`config.mk`:
```
export PLATFORM = sky130hd
export DESIGN_NAME = tcp_ipv4_frame_header_builder
export DESIGN_NICKNAME = d
export VERILOG_FILES = /design/src/sv/thb_pkg.sv /design/src/sv/thb_front.sv /design/src/sv/thb_queue.sv /design/src/sv/thb_back.sv /design/src/sv/tcp_ipv4_frame_header_builder.sv
export SDC_FILE = /design/constraint.sdc
export NUM_CORES = 1
export LEC_CHECK = 0
export ABC_AREA = 1
export BUFFER_PORTS_ARGS = -buffer_cell sky130_fd_sc_hd__buf_2
export CAP_MARGIN = 40
export CORE_MARGIN = 4
export CORE_UTILIZATION = 45
export DETAILED_ROUTE_END_ITERATION = 10
export GPL_TIMING_DRIVEN = 0
export PLACE_DENSITY_LB_ADDON = 0.08
export SLEW_MARGIN = 0
export SYNTH_ARGS = -nofsm -noshare
export SYNTH_HDL_FRONTEND = slang
export SYNTH_SLANG_ARGS = --single-unit
```
`constraint.sdc`:
```
create_clock -name clk -period 10.2 [get_ports clk]
set_clock_uncertainty 0.15 [all_clocks]
set_input_delay 2.55 -clock clk [delete_from_list [all_inputs] [get_ports clk]]
set_output_delay 2.55 -clock clk [all_outputs]
set_load 0.03 [all_outputs]
```
`src/sv/thb_pkg.sv`:
```
// Shared types, constants and header field values for the frame header builder.
package thb_pkg;

    // Header geometry and limits.
    localparam int HDR_BYTES   = 54;
    localparam int MAX_PAYLOAD = 1460;
    localparam int IP_TCP_HDR  = 40;
    localparam int QUEUE_DEPTH = 2;

    // Fixed header field values.
    localparam logic [47:0] MAC_RESET       = 48'h5349474D414F;
    localparam logic [7:0]  BCAST_BYTE      = 8'hFF;
    localparam logic [15:0] ETHERTYPE_IPV4  = 16'h0800;
    localparam logic [7:0]  IP_VER_IHL      = 8'h45;
    localparam logic [7:0]  IP_TOS          = 8'h00;
    localparam logic [15:0] IP_FLAGS_DF     = 16'h4000;
    localparam logic [7:0]  IP_TTL          = 8'd64;
    localparam logic [7:0]  IP_PROTOCOL     = 8'd6;
    localparam logic [7:0]  TCP_DATA_OFFSET = 8'h50;

    // Sum of the constant IPv4 header words that enter the checksum.
    localparam logic [17:0] IP_CONST_SUM =
        18'({IP_VER_IHL, IP_TOS}) + 18'(IP_FLAGS_DF) + 18'({IP_TTL, IP_PROTOCOL});

    // One classified segment, as held in the queue between front and back.
    typedef struct packed {
        logic [31:0] source_ip;
        logic [31:0] dest_ip;
        logic [15:0] source_port;
        logic [15:0] dest_port;
        logic [31:0] seq_num;
        logic [31:0] ack_num;
        logic [7:0]  tcp_flags;
        logic [15:0] window_size;
        logic [10:0] payload_len;
        logic [15:0] hdr_csum;
    } thb_item_t;

endpackage

```
`src/sv/thb_front.sv`:
```
// Front end: takes a descriptor, clamps the payload length and builds the IPv4 checksum.
module thb_front (
    input  logic               clk,
    input  logic               rst_n,
    input  logic               start,
    output logic               busy,
    input  logic [31:0]        source_ip,
    input  logic [31:0]        dest_ip,
    input  logic [15:0]        source_port,
    input  logic [15:0]        dest_port,
    input  logic [31:0]        seq_num,
    input  logic [31:0]        ack_num,
    input  logic [7:0]         tcp_flags,
    input  logic [15:0]        window_size,
    input  logic [10:0]        payload_len,
    output logic               push_valid,
    output thb_pkg::thb_item_t push_item,
    input  logic               queue_full
);
    import thb_pkg::*;

    logic        hold_valid_reg;
    thb_item_t   item_reg;
    logic [17:0] addr_sum_reg;
    logic [17:0] misc_sum_reg;

    logic        accept;
    logic [10:0] plen_sat;
    logic [15:0] ip_len;
    logic [18:0] full_sum;
    logic [16:0] fold_one;
    logic [15:0] fold_two;

    // The held item leaves as soon as the queue has room, so a new one can enter.
    assign push_valid = hold_valid_reg && !queue_full;
    assign busy       = hold_valid_reg && queue_full;
    assign accept     = start && !busy;

    // Clamp the payload length and form the IPv4 total length.
    always_comb
    begin
        if (payload_len > 11'(MAX_PAYLOAD))
        begin
            plen_sat = 11'(MAX_PAYLOAD);
        end
        else
        begin
            plen_sat = payload_len;
        end
        ip_len = 16'(IP_TCP_HDR) + 16'(plen_sat);
    end

    // Finish the checksum: add both partial sums, fold the carries twice, invert.
    always_comb
    begin
        full_sum  = 19'(addr_sum_reg) + 19'(misc_sum_reg);
        fold_one  = 17'(full_sum[15:0]) + 17'(full_sum[18:16]);
        fold_two  = fold_one[15:0] + 16'(fold_one[16]);
        push_item = item_reg;
        push_item.hdr_csum = ~fold_two;
    end

    // Holding stage valid flag.
    always_ff @(posedge clk or negedge rst_n)
    begin
        if (!rst_n)
        begin
            hold_valid_reg <= 1'b0;
        end
        else if (accept)
        begin
            hold_valid_reg <= 1'b1;
        end
        else if (push_valid)
        begin
            hold_valid_reg <= 1'b0;
        end
    end

    // Capture the descriptor and the first level of the checksum sum.
    always_ff @(posedge clk)
    begin
        if (accept)
        begin
            item_reg.source_ip   <= source_ip;
            item_reg.dest_ip     <= dest_ip;
            item_reg.source_port <= source_port;
            item_reg.dest_port   <= dest_port;
            item_reg.seq_num     <= seq_num;
            item_reg.ack_num     <= ack_num;
            item_reg.tcp_flags   <= tcp_flags;
            item_reg.window_size <= window_size;
            item_reg.payload_len <= plen_sat;
            item_reg.hdr_csum    <= 16'h0000;
            addr_sum_reg <= 18'(source_ip[31:16]) + 18'(source_ip[15:0])
                          + 18'(dest_ip[31:16]) + 18'(dest_ip[15:0]);
            misc_sum_reg <= IP_CONST_SUM + 18'(ip_len) + 18'(seq_num[15:0]);
        end
    end

endmodule

```
`src/sv/thb_queue.sv`:
```
// Small register queue that decouples the front end from the byte sequencer.
module thb_queue #(
    parameter int DEPTH = thb_pkg::QUEUE_DEPTH
) (
    input  logic               clk,
    input  logic               rst_n,
    input  logic               push_valid,
    input  thb_pkg::thb_item_t push_item,
    output logic               full,
    input  logic               pop,
    output logic               empty,
    output thb_pkg::thb_item_t pop_item
);
    import thb_pkg::*;

    localparam int PTR_W = (DEPTH > 1) ? $clog2(DEPTH) : 1;
    localparam int CNT_W = $clog2(DEPTH + 1);

    thb_item_t        mem_reg [DEPTH];
    logic [PTR_W-1:0] wr_ptr_reg;
    logic [PTR_W-1:0] rd_ptr_reg;
    logic [CNT_W-1:0] count_reg;

    logic do_push;
    logic do_pop;

    assign full     = (count_reg == CNT_W'(DEPTH));
    assign empty    = (count_reg == '0);
    assign do_push  = push_valid && !full;
    assign do_pop   = pop && !empty;
    assign pop_item = mem_reg[rd_ptr_reg];

    // Pointers and fill count.
    always_ff @(posedge clk or negedge rst_n)
    begin
        if (!rst_n)
        begin
            wr_ptr_reg <= '0;
            rd_ptr_reg <= '0;
            count_reg  <= '0;
        end
        else
        begin
            if (do_push)
            begin
                if (wr_ptr_reg == PTR_W'(DEPTH - 1))
                begin
                    wr_ptr_reg <= '0;
                end
                else
                begin
                    wr_ptr_reg <= wr_ptr_reg + 1'b1;
                end
            end
            if (do_pop)
            begin
                if (rd_ptr_reg == PTR_W'(DEPTH - 1))
                begin
                    rd_ptr_reg <= '0;
                end
                else
                begin
                    rd_ptr_reg <= rd_ptr_reg + 1'b1;
                end
            end
            if (do_push && !do_pop)
            begin
                count_reg <= count_reg + 1'b1;
            end
            else if (do_pop && !do_push)
            begin
                count_reg <= count_reg - 1'b1;
            end
        end
    end

    // Entry storage.
    always_ff @(posedge clk)
    begin
        if (do_push)
        begin
            mem_reg[wr_ptr_reg] <= push_item;
        end
    end

endmodule

```
`src/sv/thb_back.sv`:
```
// Back end: walks the 54 header bytes of one queued segment, one byte a cycle.
module thb_back (
    input  logic               clk,
    input  logic               rst_n,
    input  logic               queue_empty,
    input  thb_pkg::thb_item_t queue_item,
    output logic               queue_pop,
    input  logic [47:0]        source_mac,
    output logic               byte_valid,
    output logic [7:0]         frame_byte,
    output logic               last_byte,
    output logic [10:0]        frame_length
);
    import thb_pkg::*;

    localparam logic [5:0] LAST_IDX = 6'(HDR_BYTES - 1);

    logic        active_reg;
    logic        active_next;
    logic [5:0]  cnt_reg;
    logic [5:0]  cnt_next;
    thb_item_t   cur_reg;
    logic        out_valid_reg;
    logic [7:0]  out_byte_reg;
    logic        out_last_reg;
    logic [10:0] out_len_reg;

    logic        at_end;
    logic [7:0]  byte_sel;
    logic [15:0] ip_len;

    assign at_end    = active_reg && (cnt_reg == LAST_IDX);
    assign queue_pop = !queue_empty && (!active_reg || at_end);
    assign ip_len    = 16'(IP_TCP_HDR) + 16'(cur_reg.payload_len);

    // Sequencer: next segment starts right after the last byte of this one.
    always_comb
    begin
        active_next = active_reg;
        cnt_next    = cnt_reg;
        if (queue_pop)
        begin
            active_next = 1'b1;
            cnt_next    = 6'd0;
        end
        else if (at_end)
        begin
            active_next = 1'b0;
        end
        else if (active_reg)
        begin
            cnt_next = cnt_reg + 1'b1;
        end
    end

    // Byte decoder over the header layout.
    always_comb
    begin
        unique case (cnt_reg) inside
            [6'd0:6'd5]:   byte_sel = BCAST_BYTE;
            6'd6:          byte_sel = source_mac[47:40];
            6'd7:          byte_sel = source_mac[39:32];
            6'd8:          byte_sel = source_mac[31:24];
            6'd9:          byte_sel = source_mac[23:16];
            6'd10:         byte_sel = source_mac[15:8];
            6'd11:         byte_sel = source_mac[7:0];
            6'd12:         byte_sel = ETHERTYPE_IPV4[15:8];
            6'd13:         byte_sel = ETHERTYPE_IPV4[7:0];
            6'd14:         byte_sel = IP_VER_IHL;
            6'd15:         byte_sel = IP_TOS;
            6'd16:         byte_sel = ip_len[15:8];
            6'd17:         byte_sel = ip_len[7:0];
            6'd18:         byte_sel = cur_reg.seq_num[15:8];
            6'd19:         byte_sel = cur_reg.seq_num[7:0];
            6'd20:         byte_sel = IP_FLAGS_DF[15:8];
            6'd21:         byte_sel = IP_FLAGS_DF[7:0];
            6'd22:         byte_sel = IP_TTL;
            6'd23:         byte_sel = IP_PROTOCOL;
            6'd24:         byte_sel = cur_reg.hdr_csum[15:8];
            6'd25:         byte_sel = cur_reg.hdr_csum[7:0];
            6'd26:         byte_sel = cur_reg.source_ip[31:24];
            6'd27:         byte_sel = cur_reg.source_ip[23:16];
            6'd28:         byte_sel = cur_reg.source_ip[15:8];
            6'd29:         byte_sel = cur_reg.source_ip[7:0];
            6'd30:         byte_sel = cur_reg.dest_ip[31:24];
            6'd31:         byte_sel = cur_reg.dest_ip[23:16];
            6'd32:         byte_sel = cur_reg.dest_ip[15:8];
            6'd33:         byte_sel = cur_reg.dest_ip[7:0];
            6'd34:         byte_sel = cur_reg.source_port[15:8];
            6'd35:         byte_sel = cur_reg.source_port[7:0];
            6'd36:         byte_sel = cur_reg.dest_port[15:8];
            6'd37:         byte_sel = cur_reg.dest_port[7:0];
            6'd38:         byte_sel = cur_reg.seq_num[31:24];
            6'd39:         byte_sel = cur_reg.seq_num[23:16];
            6'd40:         byte_sel = cur_reg.seq_num[15:8];
            6'd41:         byte_sel = cur_reg.seq_num[7:0];
            6'd42:         byte_sel = cur_reg.ack_num[31:24];
            6'd43:         byte_sel = cur_reg.ack_num[23:16];
            6'd44:         byte_sel = cur_reg.ack_num[15:8];
            6'd45:         byte_sel = cur_reg.ack_num[7:0];
            6'd46:         byte_sel = TCP_DATA_OFFSET;
            6'd47:         byte_sel = cur_reg.tcp_flags;
            6'd48:         byte_sel = cur_reg.window_size[15:8];
            6'd49:         byte_sel = cur_reg.window_size[7:0];
            default:       byte_sel = 8'h00;
        endcase
    end

    // Control state and the output strobe.
    always_ff @(posedge clk or negedge rst_n)
    begin
        if (!rst_n)
        begin
            active_reg    <= 1'b0;
            cnt_reg       <= 6'd0;
            out_valid_reg <= 1'b0;
        end
        else
        begin
            active_reg    <= active_next;
            cnt_reg       <= cnt_next;
            out_valid_reg <= active_reg;
        end
    end

    // Current segment and the registered output byte.
    always_ff @(posedge clk)
    begin
        if (queue_pop)
        begin
            cur_reg <= queue_item;
        end
        out_byte_reg <= byte_sel;
        out_last_reg <= (cnt_reg == LAST_IDX);
        out_len_reg  <= 11'(HDR_BYTES) + cur_reg.payload_len;
    end

    assign byte_valid   = out_valid_reg;
    assign frame_byte   = out_byte_reg;
    assign last_byte    = out_last_reg;
    assign frame_length = out_len_reg;

endmodule

```
`src/sv/tcp_ipv4_frame_header_builder.sv`:
```
// Top level of the TCP/IPv4 Ethernet frame header builder.
//
// A segment descriptor is transferred at a clock edge where start is high and
// busy is low. The block answers with the 54-byte Ethernet II + IPv4 + TCP
// header, one byte per cycle on frame_byte, each marked by byte_valid for
// exactly one cycle; last_byte flags the 54th byte and frame_length (54 plus
// the clamped payload length) rides along with every byte.
// The source MAC is written through cfg_valid/cfg_data; cfg_ready is always
// high. Write it only while no header is in flight.
// On its way out a descriptor passes the front holding stage, the queue, the
// sequencer's segment register and the output byte register.
// The byte sequencer emits one header byte per cycle. The front end computes
// the IPv4 checksum and a small queue holds finished descriptors, so a new
// descriptor is taken while the previous header is still going out; busy
// rises only when the queue and the front holding stage are both full.
// The receiver cannot stall: every byte is taken in its cycle.
// Reset clears the queue and sequencer and sets the source MAC to its
// default value; no byte is in flight afterwards.
module tcp_ipv4_frame_header_builder #(
    parameter int QUEUE_DEPTH = thb_pkg::QUEUE_DEPTH
) (
    input  logic        clk,
    input  logic        rst_n,
    input  logic        start,
    output logic        busy,
    input  logic [31:0] source_ip,
    input  logic [31:0] dest_ip,
    input  logic [15:0] source_port,
    input  logic [15:0] dest_port,
    input  logic [31:0] seq_num,
    input  logic [31:0] ack_num,
    input  logic [7:0]  tcp_flags,
    input  logic [15:0] window_size,
    input  logic [10:0] payload_len,
    input  logic        cfg_valid,
    output logic        cfg_ready,
    input  logic [47:0] cfg_data,
    output logic        byte_valid,
    output logic [7:0]  frame_byte,
    output logic        last_byte,
    output logic [10:0] frame_length
);
    import thb_pkg::*;

    logic        mac_write;
    logic [47:0] mac_reg;
    thb_item_t   push_item;
    thb_item_t   pop_item;
    logic        push_valid;
    logic        queue_full;
    logic        queue_empty;
    logic        queue_pop;

    assign cfg_ready = 1'b1;
    assign mac_write = cfg_valid && cfg_ready;

    // Source MAC configuration register.
    always_ff @(posedge clk or negedge rst_n)
    begin
        if (!rst_n)
        begin
            mac_reg <= MAC_RESET;
        end
        else if (mac_write)
        begin
            mac_reg <= cfg_data;
        end
    end

    // Descriptor intake and checksum.
    thb_front u_front (
        .clk         (clk),
        .rst_n       (rst_n),
        .start       (start),
        .busy        (busy),
        .source_ip   (source_ip),
        .dest_ip     (dest_ip),
        .source_port (source_port),
        .dest_port   (dest_port),
        .seq_num     (seq_num),
        .ack_num     (ack_num),
        .tcp_flags   (tcp_flags),
        .window_size (window_size),
        .payload_len (payload_len),
        .push_valid  (push_valid),
        .push_item   (push_item),
        .queue_full  (queue_full)
    );

    // Queue between front end and sequencer.
    thb_queue #(
        .DEPTH (QUEUE_DEPTH)
    ) u_queue (
        .clk        (clk),
        .rst_n      (rst_n),
        .push_valid (push_valid),
        .push_item  (push_item),
        .full       (queue_full),
        .pop        (queue_pop),
        .empty      (queue_empty),
        .pop_item   (pop_item)
    );

    // Header byte sequencer.
    thb_back u_back (
        .clk          (clk),
        .rst_n        (rst_n),
        .queue_empty  (queue_empty),
        .queue_item   (pop_item),
        .queue_pop    (queue_pop),
        .source_mac   (mac_reg),
        .byte_valid   (byte_valid),
        .frame_byte   (frame_byte),
        .last_byte    (last_byte),
        .frame_length (frame_length)
    );

endmodule
```
==> results of run 1 <==
layer usage:
metal	share of wire [%]	track usage [%]	vias up
met5	0	0	-
met4	2.6	6.32	0
met3	6.3	4.98	139
met2	49	36.7	622
met1	43	29.1	11400
li1	-	-	11300
power by group through the flow:
stage / sequential, W / combinational [W] / clock (W)
after global placement: 0.00592 / 0.00231 / 0
after detailed placement: 0.00566 / 0.00256 / 0
after global routing: 0.00564 / 0.00285 / 0.00379
final: 0.00558 / 0.00253 / 0.00353
after floorplan: 0.00572 / 0.00162 / 0
after CTS: 0.00559 / 0.00258 / 0.00361
stage by stage:
stage          TNS [ns]  cell area [µm²]  hold WS (ns)
3_5_place_dp          0            41800         0.225
3_3_place_gp    -371.66            40900         0.217
4_1_cts               0            45000         0.240
6_report              0            45100         0.239
2_1_floorplan         0            38200         0.198
5_1_grt               0            45100         0.260
cell families after synthesis:
| family | count (synthesis) | share of synthesized area, % |
|---|---|---|
| AO/OA/AOI/OAI | 229 | 3.76 |
| XOR/XNOR | 73 | 1.67 |
| adder cells (fa/ha/maj) | 101 | 3.72 |
| buffers and inverters | 339 | 3.35 |
| flip-flops | 944 | 73.0 |
| multiplexers | 9 | 0.265 |
| other | 2 | 0.0197 |
| AND/OR/NAND/NOR | 1335 | 14.2 |
area by class of cell:
class	count	area, µm²
fill	7194	38800
sequential	944	27900
multi-input combinational	1749	9060
clock buffer	133	2740
timing repair buffer	314	2190
tap	1134	1420
inverter	276	1040
clock inverter	56	487
buffer	63	241
critical path: cells and delay by family:
family / cells / cell delay (ns)
AO/OA/AOI/OAI: 3 / 0.87
adder cells (fa/ha/maj): 2 / 0.58
buffers and inverters: 3 / 0.29
AND/OR/NAND/NOR: 15 / 2.04
XOR/XNOR: 1 / 0.11
cells in the final DEF, fill, tap and decap left out, drive strengths merged, types with 22 or more instances in the layout:
cell	n
dfrtp	39
nand3	98
clkbuf	189
nand4	38
o21ai	68
nor2	95
xor2	54
inv	278
dfstp	22
edfxtp	863
clkinv	39
buf	319
ha	80
a21oi	66
nand2	1064
worst max path at each step:
stage | slack, ns | start | cells after the start | to
after floorplan | 1.28 | u_back.cnt_reg[1] | 13 | u_queue.count_reg[1]
after global placement | -2.92 | u_back.cnt_reg[2] | 14 | u_queue.count_reg[1]
final | 3.99 | payload_len[1] | 24 | u_front.misc_sum_reg[14]
after global routing | 3.66 | payload_len[1] | 24 | u_front.misc_sum_reg[14]
after detailed placement | 3.33 | payload_len[1] | 24 | u_front.misc_sum_reg[14]
after CTS | 4.00 | payload_len[1] | 24 | u_front.misc_sum_reg[14]
==> flow_metrics.tcl, run 1 <==
set metrics [dict create \
    postCtsHoldBufs 0 \
    power.total_w 0.0116 \
    p_clk_share_pct 30.3 \
    crit_slowest_cell "o31ai_1" \
    drive_gt1_share_pct 15.1 \
    total_leakage_power_nw 18.1 \
    pre_cts_ws_ns 3.33 \
    vias 23400 \
    holdPathEnd "u_back.byte_valid" \
    cellPowerDensity_mw_per_mm2 258 \
    synth_area_leaders "edfxtp_1, nand2_1, inv_1" \
    rows 106 \
    crit_chain "buf_2, inv_1, nand4_1, nor3_1, nand4_1, nand2_2, inv_1, or2_2, ha_1, nor2_1, nor2_1, nand2_1, nand2_1, nor2_1, nand2_1, and2_1, ha_1, nand2_1, o31ai_1, nand3_1, o21ai_0, a21oi_1, nor2_1, xor2_1" \
    core_mm2 0.0838 \
    rsz0062_at_grt "false" \
    startpoint_type "input pin" \
    drt-initial-drc-count 1616 \
    worst-endpoint-required_ns 10.44 \
    syn-mean-instance-area_um2 12.6 \
    layout.cells.non_filler 4669 \
    setup.worst_path.class "in -> reg" \
    n_antenna_cell 0 \
    cp_max_fo 10 \
    synth_top_area_share_pct 67.9 \
    r2r_start "u_front.misc_sum_reg[3]" \
    area_growth_pct 18.0 \
    hold_violations 0 \
    pin_count 270 \
    hp-start "u_back.active_reg" \
    ir_drop_mv 0.156 \
    tightest_slew_ns 0.980 \
    hold_depth 0 \
    fmax_mhz 161 \
    ant_nets 0 \
    dp.final_hpwl_mm 73.9 \
    yosysUniqueCellTypes 56 \
    max_cap_viol_count 0 \
    drv_slew 0 \
    firstDrtPassIters 6 \
    yosysTopAreaCell "edfxtp_1" \
    path_clk_slew_ns 0.06 \
    synth-async-reset-ratio_pct 6.46 \
    internal_power_w 0.00821 \
    drc 0 \
    slew_headroom_pct 34.6 \
    netlist_instances 3032 \
    die_y_um 299 \
    ys_top_cells_by_count "nand2_1, edfxtp_1, inv_1" \
    p_sw_w 0.00344 \
    cts_sinks 944 \
    worst_setup_path_end_kind "register" \
    dp_cells 4478 \
    clk_latency_ns 0.66 \
    setup_viol 0 \
    fin_crit_sh_pct 60.9 \
    p_comb_share_pct 21.7 \
    die-area_mm2 0.0896 \
    reg2regPathDepth 32 \
    p_sw_share_pct 29.5 \
    ys_seq_area_share_pct 73.0 \
    cts_tree "done" \
    die_w_um 299 \
    vias_per_cell 5.01 \
    routedWlPerCell_um 21.2 \
    ys.flop_type "edfxtp_1" \
    htree_levels 3 \
    yosysWarnings 0 \
    grt_pass1_wl_mm 146 \
    cts_resized 0 \
    status "finished clean" \
    gp_congestion 0.882 \
    grt_usage_pct 22.0 \
    r2r_end "u_queue.mem_reg[1][12]" \
    crit_path_max_incr_delay_ns 0.40 \
    cts.path.max_buffers 3 \
    hp-class "reg -> reg" \
    grt_pass1_vias 23600 \
    start_util_pct 45.5 \
    finalNetCount 3797 \
    syn_area_mm2 0.0382 \
    synth-seq-cells 944 \
    period_needed_ns 6.21 \
    synth_edf_count 863 \
    setup_ws_ns 3.99 \
    cts_setup_buffers 0 \
    syn-num-nets 3380 \
    fin_util_pct 53.8 \
    largest_register_ffs 422 \
    grt_start_max_net_pins 101 \
    r2r_setup_slack_ns 4.33 \
    cts_buffers 101 \
    cp.arrival_ns 6.45 \
    antenna_found_initial 3 \
    grt_overflow_total 0 \
    wirelength_mm 98.9 \
    cts-root-buf "clkbuf_16" \
    io_buffers 267 \
    synth_most_common_cell "nand2_1" \
    p_seq_share_pct 47.9 \
]
Note: power is estimated with default switching activity, not from simulation.
==> inputs of run 2 (changes only) <==
--- a/config.mk
+++ b/config.mk
@@ -5,7 +5,7 @@
 export SDC_FILE = /design/constraint.sdc
 export NUM_CORES = 1
 export LEC_CHECK = 0
-export ABC_AREA = 1
+export ABC_AREA = 0
 export BUFFER_PORTS_ARGS = -buffer_cell sky130_fd_sc_hd__buf_2
 export CAP_MARGIN = 40
 export CORE_MARGIN = 4
==> constraint.sdc (replaced) <==
create_clock -name clk -period 5.2 [get_ports clk]
set_clock_uncertainty 0.15 [all_clocks]
set_input_delay 1.3 -clock clk [delete_from_list [all_inputs] [get_ports clk]]
set_output_delay 1.3 -clock clk [all_outputs]
set_load 0.03 [all_outputs]
==> run 2 against run 1 <==
Net effect:
- the run now ends with negative setup slack left
- cell area decreased by 0.29%
- first-iteration DRC count increased by 16%
- combinational power increased by 110%
- non-clock buffer count increased by 15
- critical path depth increased by 3
- core utilization increased by 0.70 points
- sequential power increased by 95%
- synthesized cell count decreased by 27%
- register-to-register slack got worse by 5.4 ns
- critical path type is now reg -> reg
- largest cell class unchanged
==> flow_metrics.tcl, run 2 <==
set metrics [dict create \
    core_mm2 0.0825 \
    syn_area_mm2 0.0377 \
    die_y_um 297 \
    synth_top_family_by_area "multiplexers" \
    io_buffers 267 \
    path_clk_slew_ns 0.06 \
    setup.worst_path.class "reg -> reg" \
    ys_top_cells_by_count "edfxtp_1, mux2_2, inv_1" \
    synthXorXnorAreaFrac_pct 2.18 \
    hold_violations 0 \
    grt_usage_pct 23.0 \
    status "complete, but fails checks" \
    synth_top_area_share_pct 68.8 \
    fin_crit_sh_pct 120 \
    violations "negative setup slack" \
    total_leakage_power_nw 16.2 \
    ys_seq_area_share_pct 73.9 \
    rows 105 \
    drive_gt1_share_pct 30.7 \
    tightest_slew_ns 0.953 \
    grt_pass1_vias 21600 \
    cellPowerDensity_mw_per_mm2 513 \
    synth_most_common_cell "edfxtp_1" \
    pin_count 270 \
    yosysWarnings 0 \
    firstDrtPassIters 5 \
    mostFrequentLayoutCells "edfxtp_1, buf_2, mux2_2, inv_1, clkbuf_16" \
    fmax_mhz 160 \
    ys.flop_type "edfxtp_1" \
    drt-initial-drc-count 1879 \
    grt_overflow_total 0 \
    max_cap_viol_count 0 \
    setup_viol 30 \
    synth-simple-area-share_pct 4.81 \
    rsz0062_at_grt "true" \
    synth-seq-cells 944 \
    vias 21100 \
    grt_start_max_net_pins 65 \
    die-area_mm2 0.0885 \
    yosysUniqueCellTypes 76 \
    cts_sinks 944 \
    synth-async-reset-ratio_pct 6.46 \
    htree_levels 3 \
    hp-class "reg -> reg" \
    synth_edf_count 863 \
    slew_headroom_pct 36.4 \
    finalInstanceArea_mm2 0.0449 \
    clk_latency_ns 0.65 \
    period_needed_ns 6.27 \
    grt_pass1_wl_mm 149 \
    yosysTopAreaCell "edfxtp_1" \
    cp.arrival_ns 6.45 \
    worst-endpoint-required_ns 5.38 \
    final_common_cell "edfxtp_1" \
    synth_compound_area_share_pct 5.78 \
    area_growth_pct 19.2 \
    cp_max_fo 3 \
    cts_tree "done" \
    largest_register_ffs 422 \
    syn-num-nets 2572 \
    antenna_found_initial 2 \
    die_w_um 297 \
    worst_setup_path_end_kind "register" \
    start_util_pct 45.7 \
    cts.path.max_buffers 3 \
    finalSetupTns_ns -21.56 \
    wirelength_mm 103 \
    vias_per_cell 5.55 \
    drc 0 \
    synthAdderAreaFrac_pct 3.77 \
    finalNetCount 3006 \
    dp.final_hpwl_mm 76.9 \
    startpoint_type "register" \
    ir_drop_mv 0.299 \
    gp_congestion 0.944 \
    whs_ns 0.281 \
    power.total_w 0.0230 \
    syn-mean-instance-area_um2 16.9 \
    synth_area_leaders "edfxtp_1, mux2_2, ha_1" \
    cts_buffers 96 \
    dpl_cell_area_mm2 0.0414 \
    cts-root-buf "clkbuf_16" \
    routedWlPerCell_um 27.0 \
    drv_slew 0 \
    setup_ws_ns -1.07 \
    netlist_instances 2224 \
    synth.area.mux_share_pct 7.76 \
    ant_nets 0 \
]
[run 2: where the power goes]
part           internal [W]  switching [W]
Sequential           0.0104       0.000445
Combinational       0.00207        0.00326
Clock               0.00396        0.00286
Total                0.0165        0.00657
[run 2: worst paths after layout]
check,from,end,slack (ns),depth (start not counted)
worst max-delay path,u_front.misc_sum_reg[0],u_queue.mem_reg[1][14],-1.07,27
worst min-delay path,u_front.push_item[60],u_queue.mem_reg[1][60],0.28,0
worst max register to register,u_front.misc_sum_reg[0],u_queue.mem_reg[1][14],-1.07,27
worst min register to register,u_front.push_item[60],u_queue.mem_reg[1][60],0.28,0
max in group asynchronous,rst_n,mac_reg[35],3.92,2
min in group asynchronous,rst_n,mac_reg[4],0.37,1
[run 2: metrics by stage]
step | setup slack [ns] | std cells | utilization [%]
global placement | -2.37 | 3561 | 49.1
floorplan | -0.277 | 2224 | -
detailed placement | -1.83 | 3616 | 50.1
finish | -1.07 | 3808 | 54.5
CTS | -1.25 | 3803 | 54.3
global route | -1.44 | 3806 | 54.4
[run 2: area by class of cell]
type | count | area (µm²)
Multi-Input combinational cell | 1110 | 9610
Clock buffer | 117 | 2530
Tap cell | 1070 | 1340
Timing Repair Buffer | 336 | 2320
Buffer | 56 | 224
Inverter | 114 | 432
Antenna cell | 2 | 5.00
Sequential cell | 944 | 27900
Clock inverter | 59 | 598
Fill cell | 6675 | 37600
[run 2: cell families (layout without fill, tap and decap cells)]
group                      after synthesis  in the layout
AOI/OAI and AO/OA                      309            309
other                                    2              4
and+or+nand+nor                        344            344
muxes                                  260            260
adders and majority gates              101            101
buffers and inverters                  170            682
xor gates and xnor gates                94             94
DFF                                    944            944
[run 2: metal layers]
layer | part of all wire, % | vias up | track usage [%] | wire [µm]
li1 | - | 9490 | - | -
met1 | 43 | 10800 | 31.7 | 44300
met2 | 48 | 671 | 37.7 | 49700
met3 | 5.5 | 145 | 3.92 | 5640
met4 | 3.2 | 0 | 7.00 | 3250
met5 | 0 | - | 0 | 0
[run 2: critical path, stage by stage (launching register included)]
cell,delay (ns)
edfxtp_1,0.48
ha_4,0.22
fa_2,0.39
a211oi_4,0.34
nor4_4,0.08
nor4b_2,0.34
o31ai_1,0.13
a21oi_1,0.20
o21bai_1,0.11
a21oi_2,0.22
xnor2_2,0.18
ha_2,0.24
fa_2,0.24
a21oi_4,0.07
a21oi_2,0.10
nor4bb_4,0.25
and2_4,0.22
nand3_4,0.06
or3_4,0.36
nor4_4,0.27
ha_4,0.21
ha_4,0.15
nand2_4,0.05
a21oi_4,0.16
nand4_1,0.18
a31oi_1,0.26
o22ai_2,0.11
xnor2_2,0.18
[run 2: timing repair]
action	in CTS	in global routing
setup endpoints to repair	37	44
resized for setup	41	17
hold buffers	0	0
pin swaps	28	24
setup buffers	11	3
endpoints found under the hold margin	0	0
